`config.mk`:
```
export PLATFORM = sky130hd
export DESIGN_NAME = modbus_rtu_response_check_core
export DESIGN_NICKNAME = d
export VERILOG_FILES = /design/src/hw/rtl/mbrc_pkg.sv /design/src/hw/rtl/mbrc_frame.sv /design/src/hw/rtl/modbus_rtu_response_check_core.sv
export SDC_FILE = /design/constraint.sdc
export NUM_CORES = 1
export LEC_CHECK = 0
export ABC_AREA = 1
export BUFFER_PORTS_ARGS = -buffer_cell sky130_fd_sc_hd__buf_2
export CAP_MARGIN = 20
export CELL_PAD_IN_SITES_DETAIL_PLACEMENT = 1
export CELL_PAD_IN_SITES_GLOBAL_PLACEMENT = 2
export CORE_ASPECT_RATIO = 0.6
export CORE_MARGIN = 4
export CORE_UTILIZATION = 28
export DETAILED_ROUTE_END_ITERATION = 8
export HOLD_SLACK_MARGIN = 0.03
export PLACE_DENSITY = 0.59
export SYNTH_ARGS = -nofsm -noshare
export SYNTH_HDL_FRONTEND = slang
export SYNTH_SLANG_ARGS = --single-unit
```
`constraint.sdc`:
```
create_clock -name clk -period 6 [get_ports clk]
set_input_delay 0.9 -clock clk [delete_from_list [all_inputs] [get_ports clk]]
set_output_delay 0.9 -clock clk [all_outputs]
set_load 0.05 [all_outputs]
```
`src/hw/rtl/mbrc_pkg.sv`:
```
package mbrc_pkg;

	localparam logic [1:0] OP_ARM  = 2'd0;
	localparam logic [1:0] OP_BYTE = 2'd1;
	localparam logic [1:0] OP_TICK = 2'd2;

	localparam logic [2:0] ST_OK      = 3'd0;
	localparam logic [2:0] ST_TIMEOUT = 3'd1;
	localparam logic [2:0] ST_ADDR    = 3'd2;
	localparam logic [2:0] ST_FUNC    = 3'd3;
	localparam logic [2:0] ST_CRC     = 3'd4;

	localparam logic [1:0] CFG_DEVICE_ADDRESS = 2'd0;
	localparam logic [1:0] CFG_FUNCTION_CODE  = 2'd1;
	localparam logic [1:0] CFG_TIMEOUT_TICKS  = 2'd2;

	localparam logic [7:0]  RST_DEVICE_ADDRESS = 8'd1;
	localparam logic [7:0]  RST_FUNCTION_CODE  = 8'd4;
	localparam logic [9:0]  RST_TIMEOUT_TICKS  = 10'd200;

	localparam logic [15:0] CRC_INIT  = 16'hFFFF;
	localparam logic [15:0] CRC_POLY  = 16'hA001;
	localparam logic [15:0] ERR_VALUE = 16'hFFFF;

	typedef struct packed {
		logic [7:0] device_address;
		logic [7:0] function_code;
		logic [9:0] timeout_ticks;
	} cfg_t;

	typedef struct packed {
		logic        fire;
		logic [2:0]  status;
		logic [15:0] value;
	} res_t;

	function automatic logic [15:0] crc_feed(logic [15:0] crc_in, logic [7:0] b);
		logic [15:0] c;
		c = crc_in ^ {8'h00, b};
		for (int k = 0; k < 8; k++) begin
			if (c[0]) begin
				c = (c >> 1) ^ CRC_POLY;
			end else begin
				c = c >> 1;
			end
		end
		return c;
	endfunction

endpackage

```
`src/hw/rtl/mbrc_frame.sv`:
```
module mbrc_frame (
	input  logic              clk,
	input  logic              arst_n,
	input  logic              valid,
	input  logic              enable,
	input  logic [1:0]        operation,
	input  logic [7:0]        rx_byte,
	input  mbrc_pkg::cfg_t    cfg,
	output mbrc_pkg::res_t    res
);

	logic        armed_q,   armed_d;
	logic [2:0]  count_q,   count_d;
	logic [15:0] crc_q,     crc_d;
	logic [2:0]  err_q,     err_d;
	logic [9:0]  elapsed_q, elapsed_d;
	logic [7:0]  vhi_q,     vhi_d;
	logic [7:0]  vlo_q,     vlo_d;
	logic [7:0]  crclo_q,   crclo_d;
	logic [9:0]  tick_next;
	logic [9:0]  limit;

	assign tick_next = elapsed_q + 10'd1;
	assign limit     = (cfg.timeout_ticks == 10'd0) ? 10'd1 : cfg.timeout_ticks;

	always_comb begin
		res       = '0;
		armed_d   = armed_q;
		count_d   = count_q;
		crc_d     = crc_q;
		err_d     = err_q;
		elapsed_d = elapsed_q;
		vhi_d     = vhi_q;
		vlo_d     = vlo_q;
		crclo_d   = crclo_q;
		if (valid) begin
			case (operation)
				mbrc_pkg::OP_ARM: begin
					armed_d   = 1'b1;
					count_d   = 3'd0;
					crc_d     = mbrc_pkg::CRC_INIT;
					err_d     = mbrc_pkg::ST_OK;
					elapsed_d = 10'd0;
				end
				mbrc_pkg::OP_TICK: begin
					if (armed_q) begin
						elapsed_d = tick_next;
						if (tick_next >= limit) begin
							res.fire   = 1'b1;
							res.status = mbrc_pkg::ST_TIMEOUT;
							res.value  = mbrc_pkg::ERR_VALUE;
						end
					end
				end
				mbrc_pkg::OP_BYTE: begin
					if (armed_q) begin
						count_d = count_q + 3'd1;
						unique case (count_q)
							3'd0: begin
								if (rx_byte != cfg.device_address && err_q == mbrc_pkg::ST_OK) begin
									err_d = mbrc_pkg::ST_ADDR;
								end
								crc_d = mbrc_pkg::crc_feed(crc_q, rx_byte);
							end
							3'd1: begin
								if (rx_byte != cfg.function_code && err_q == mbrc_pkg::ST_OK) begin
									err_d = mbrc_pkg::ST_FUNC;
								end
								crc_d = mbrc_pkg::crc_feed(crc_q, rx_byte);
							end
							3'd2: begin
								crc_d = mbrc_pkg::crc_feed(crc_q, rx_byte);
							end
							3'd3: begin
								vhi_d = rx_byte;
								crc_d = mbrc_pkg::crc_feed(crc_q, rx_byte);
							end
							3'd4: begin
								vlo_d = rx_byte;
								crc_d = mbrc_pkg::crc_feed(crc_q, rx_byte);
							end
							3'd5: begin
								crclo_d = rx_byte;
							end
							default: begin
								res.fire = 1'b1;
								if (err_q != mbrc_pkg::ST_OK) begin
									res.status = err_q;
									res.value  = mbrc_pkg::ERR_VALUE;
								end else if ({rx_byte, crclo_q} != crc_q) begin
									res.status = mbrc_pkg::ST_CRC;
									res.value  = mbrc_pkg::ERR_VALUE;
								end else begin
									res.status = mbrc_pkg::ST_OK;
									res.value  = {vhi_q, vlo_q};
								end
							end
						endcase
					end
				end
				default: begin
				end
			endcase
			if (res.fire) begin
				armed_d   = 1'b0;
				count_d   = 3'd0;
				crc_d     = mbrc_pkg::CRC_INIT;
				err_d     = mbrc_pkg::ST_OK;
				elapsed_d = 10'd0;
			end
		end
	end

	always_ff @(posedge clk or negedge arst_n) begin
		if (!arst_n) begin
			armed_q   <= 1'b0;
			count_q   <= 3'd0;
			crc_q     <= mbrc_pkg::CRC_INIT;
			err_q     <= mbrc_pkg::ST_OK;
			elapsed_q <= 10'd0;
		end else if (enable) begin
			armed_q   <= armed_d;
			count_q   <= count_d;
			crc_q     <= crc_d;
			err_q     <= err_d;
			elapsed_q <= elapsed_d;
		end
	end

	// frame payload bytes, written before use
	always_ff @(posedge clk) begin
		if (enable) begin
			vhi_q   <= vhi_d;
			vlo_q   <= vlo_d;
			crclo_q <= crclo_d;
		end
	end

endmodule

```
`src/hw/rtl/modbus_rtu_response_check_core.sv`:
```
// the word that completes a result is registered in the input stage, and the result then in the output register
// throughput: one input word per cycle while the input does not stall; the crc update is one unrolled byte step
// input stalls only while a result is held in the output register and stalled
// reset (arst_n, async, active low): idle, no frame armed, config registers at defaults
// device_address 1, function_code 4, timeout_ticks 200
module modbus_rtu_response_check_core (
	input  logic        clk,
	input  logic        arst_n,
	input  logic        item_valid,
	output logic        item_stall,
	input  logic [1:0]  operation,
	input  logic [7:0]  rx_byte,
	output logic        result_valid,
	input  logic        result_stall,
	output logic [2:0]  status,
	output logic [15:0] register_value,
	input  logic        cfg_valid,
	output logic        cfg_ready,
	input  logic [1:0]  cfg_index,
	input  logic [9:0]  cfg_data
);

	mbrc_pkg::cfg_t cfg_q;
	mbrc_pkg::res_t res;

	logic        valid_s1;
	logic [1:0]  op_s1;
	logic [7:0]  byte_s1;
	logic        step;
	logic        out_valid_q;
	logic [2:0]  status_q;
	logic [15:0] value_q;

	assign cfg_ready = 1'b1;

	always_ff @(posedge clk or negedge arst_n) begin
		if (!arst_n) begin
			cfg_q.device_address <= mbrc_pkg::RST_DEVICE_ADDRESS;
			cfg_q.function_code  <= mbrc_pkg::RST_FUNCTION_CODE;
			cfg_q.timeout_ticks  <= mbrc_pkg::RST_TIMEOUT_TICKS;
		end else if (cfg_valid) begin
			unique case (cfg_index)
				mbrc_pkg::CFG_DEVICE_ADDRESS: cfg_q.device_address <= cfg_data[7:0];
				mbrc_pkg::CFG_FUNCTION_CODE:  cfg_q.function_code  <= cfg_data[7:0];
				mbrc_pkg::CFG_TIMEOUT_TICKS:  cfg_q.timeout_ticks  <= cfg_data;
				default: begin
				end
			endcase
		end
	end

	// hold the input stage only when its result has nowhere to go
	assign step       = valid_s1 & ~(res.fire & out_valid_q & result_stall);
	assign item_stall = valid_s1 & ~step;

	always_ff @(posedge clk or negedge arst_n) begin
		if (!arst_n) begin
			valid_s1 <= 1'b0;
		end else if (!item_stall) begin
			valid_s1 <= item_valid;
		end
	end

	always_ff @(posedge clk) begin
		if (item_valid && !item_stall) begin
			op_s1   <= operation;
			byte_s1 <= rx_byte;
		end
	end

	mbrc_frame u_frame (
		.clk       (clk),
		.arst_n    (arst_n),
		.valid     (valid_s1),
		.enable    (step),
		.operation (op_s1),
		.rx_byte   (byte_s1),
		.cfg       (cfg_q),
		.res       (res)
	);

	always_ff @(posedge clk or negedge arst_n) begin
		if (!arst_n) begin
			out_valid_q <= 1'b0;
		end else if (step && res.fire) begin
			out_valid_q <= 1'b1;
		end else if (!result_stall) begin
			out_valid_q <= 1'b0;
		end
	end

	always_ff @(posedge clk) begin
		if (step && res.fire) begin
			status_q <= res.status;
			value_q  <= res.value;
		end
	end

	assign result_valid   = out_valid_q;
	assign status         = status_q;
	assign register_value = value_q;

endmodule
```
==> results.py <==
metrics = {
    "job": {
        "drv_cap": 0,
    },
    "finish": {
        "syn_to_final_growth_pct": 18.6,
        "final_nets": 770,
        "seq_area_sq_um": 3120,
        "antenna_cells": 0,
        "stdcell_area_sq_um": 6860,
        "multi_input_area_sq_um": 2200,
        "nFillCells": 2399,
        "drive_above_1_share_pct": 17.9,
    },
    "sta": {
        "slew_headroom_pct": 44.2,
        "drv_slew": 0,
        "worst_pin_slew_ns": 0.836,
        "fin_skew_ns": 0.0115,
        "fmax_mhz": 243,
        "fin_tns_setup_ns": 0,
        "fin_crit_ns": 4.11,
        "period_share_pct": 68.5,
        "layout_setup_ws_ns": 1.89,
        "hold_viol": 0,
        "rsz0062_at_grt": "no",
        "setup_viol": 0,
        "timing.hold.ws_ns": 0.480,
    },
    "placed_design": {
        "gp_congestion": 0.750,
        "dp_slack_ns": 2.02,
        "port_buffers": 47,
        "dpl-instance-area_sq_um": 6300,
        "hpwl_microns": 11800,
    },
    "setup_path": {
        "critical_path_class": "flop to output port",
        "critPathLaunchType": "flop",
        "critPathCaptureType": "output port",
        "required_ns": 5.10,
        "cp.arrival_ns": 3.21,
        "crit_fanout": 5,
    },
    "detailed_routing": {
        "ant_nets": 0,
        "drc": 0,
        "drtIter0Drc": 185,
        "viasPerCell": 4.26,
        "drt_pass1_iterations": 4,
        "route.vias.total": 4304,
        "wl_microns": 15500,
        "post_drt_wl_per_cell_microns": 15.4,
    },
    "cts": {
        "cts_setup_buffers": 0,
        "path_clk_slew_ns": 0.06,
        "cts_tree": "built",
        "htree_levels": 4,
        "hold_buffers": 0,
        "clkLatencyLatePin_ns": 0.42,
        "cts_buffers": 17,
        "cts_sinks": 113,
        "clockRootBuffer": "clkbuf_16",
        "cts.path.max_buffers": 2,
        "post_cts_resized": 0,
    },
    "yosys": {
        "yosysSeqAreaShare_pct": 53.9,
        "yosys-top-cells-area": "edfxtp_1 (28%), dfrtp_1 (17%), nand2_1 (15%)",
        "yosys_warnings": 0,
        "syn_avg_cell_area_sq_um": 8.67,
        "syn_nets": 713,
        "yosysTopAreaCellShare_pct": 27.5,
        "syn_area_sq_um": 5780,
        "yosysTopAreaCell": "edfxtp_1",
        "synthCells": 667,
        "synth_cell_types": 35,
        "ys_seq_elements": 113,
    },
    "global_routing": {
        "grt_first_pass_wirelength_microns": 25100,
        "antenna_found_initial": 0,
        "grt_usage_pct": 14.1,
        "gr-total-overflow": 0,
        "grt_max_degree": 61,
        "grt_pass1_vias": 4515,
    },
    "hold_path": {
        "hold_path.class": "flop to flop",
    },
    "die": {
        "rows": 40,
        "die_h_microns": 119,
        "initial_core_util_pct": 28.7,
        "coreArea_sq_um": 20100,
        "die-area_sq_um": 23100,
        "die_w_microns": 194,
        "io_pins": 49,
    },
    "pwr": {
        "p_leak_nw": 3.37,
        "peakVddDrop_uv": 190,
        "powerDensity_nw_per_um2": 387,
        "power_mw": 2.65,
    },
    "run_status": {
        "status": "completed",
    },
}
-- Yosys cell counts --
library cell	instances
nand2_1	238
inv_1	97
edfxtp_1	53
dfrtp_1	39
nand3_1	35
o21ai_0	28
nor2_1	25
a21oi_1	24
dfstp_2	21
ha_1	19
xnor2_1	16
or2_2	11
xor2_1	8
nand4_1	7
clkbuf_1	6
inv_2	6
nand2_2	5
nor4_1	4
buf_4	3
nor2_2	3
o211ai_1	3
buf_6	2
nor3_1	2
a211oi_2	1
a21o_1	1
a31o_2	1
buf_2	1
conb_1	1
nand2_4	1
nand3_2	1
nor2_8	1
nor3_4	1
nor3b_1	1
o22ai_1	1
o32ai_1	1
-- final cells by class --
cell class,count,area share (%)
sequential,113,45.5
multi-input combinational,439,32.1
clock buffer,19,6.32
inverter,103,5.64
tap,273,4.98
timing repair buffer,50,3.76
clock inverter,13,1.66
-- final timing paths --
path | cells past startpoint | slack (ns) | endpoint | start
worst min register to register | 2 | 0.48 | u_frame.crc_q[12]$_DFFE_PN1P_ | u_frame.crc_q[12]$_DFFE_PN1P_
worst min-delay path | 2 | 0.48 | u_frame.crc_q[12]$_DFFE_PN1P_ | u_frame.crc_q[12]$_DFFE_PN1P_
worst max-delay path | 15 | 1.89 | item_stall | u_frame.elapsed_q[0]$_DFFE_PN0P_
min in group asynchronous | 2 | 0.67 | cfg_q[1]$_DFFE_PN0P_ | arst_n
max in group asynchronous | 2 | 4.78 | valid_s1$_DFFE_PN0N_ | arst_n
worst max register to register | 18 | 2.25 | u_frame.elapsed_q[8]$_DFFE_PN0P_ | u_frame.elapsed_q[0]$_DFFE_PN0P_
-- flip-flops by register name, summed over array words and instances, names as in the netlist, 2 cells and up --
register           flops
cfg_q                 26
register_value        16
u_frame.crc_q         16
u_frame.elapsed_q     10
byte_s1                8
u_frame.crclo_q        8
u_frame.vhi_q          8
u_frame.vlo_q          8
status                 3
u_frame.count_q        3
op_s1                  2
u_frame.err_q          2
-- cells in the final DEF (no fill, tap or decap), types with 2 or more instances in the layout --
cell type	instances
nor3_1	2
nand3_1	35
a21oi_1	24
nand2_2	5
clkinvlp_4	5
o211ai_1	3
xnor2_1	16
dfstp_2	21
nor2_2	3
nor2_1	25
nand4_1	7
inv_2	6
clkbuf_1	2
o21ai_0	28
nor4_1	4
ha_1	19
clkinv_2	4
nand2_1	238
clkbuf_16	17
or2_2	11
buf_2	47
inv_6	2
xor2_1	8
dfrtp_1	39
inv_1	97
edfxtp_1	53
buf_4	2
-- critical path, stage by stage (launching register included) --
cell,delay [ns]
dfrtp_1,0.41
nand3_1,0.16
nor3_1,0.47
nand4_1,0.19
xor2_1,0.17
inv_1,0.07
ha_1,0.29
nand2_1,0.07
nor2_1,0.14
nand3_1,0.10
nand3_1,0.10
nand2_1,0.08
nand2_2,0.09
nand3_2,0.12
inv_1,0.08
buf_2,0.26
-- layer usage --
metal  vias up  track usage (%)  wire length, microns
met1      2010             21.8                  8640
li1       2217                -                     -
met5         -                0                     0
met3         5             3.99                   843
met2        72             19.4                  5980
met4         0             3.05                    76
-- stage by stage --
stage / instances / util (%)
floorplan: 667 / -
global placement: 977 / 31.3
detailed placement: 977 / 31.3
CTS: 1009 / 34.0
global route: 1010 / 34.1
finish: 1010 / 34.1
-- cells by family (layout without fill, tap and decap cells) --
family	after synthesis	after routing	share of synthesized area [%]
flip-flops	113	113	53.9
adder cells (fa/ha/maj)	19	19	4.11
XOR/XNOR	24	24	3.64
AND/OR/NAND/NOR	335	335	24.6
other	1	1	0.0649
buffers and inverters	115	185	7.94
AO/OA/AOI/OAI	60	60	5.65
-- power by group --
part | switching (mW) | internal [mW] | total, mW
clock | 0.375 | 0.568 | 0.942
sequential | 0.117 | 0.964 | 1.08
combinational | 0.408 | 0.220 | 0.628
Power figures use the tool's default switching activity.
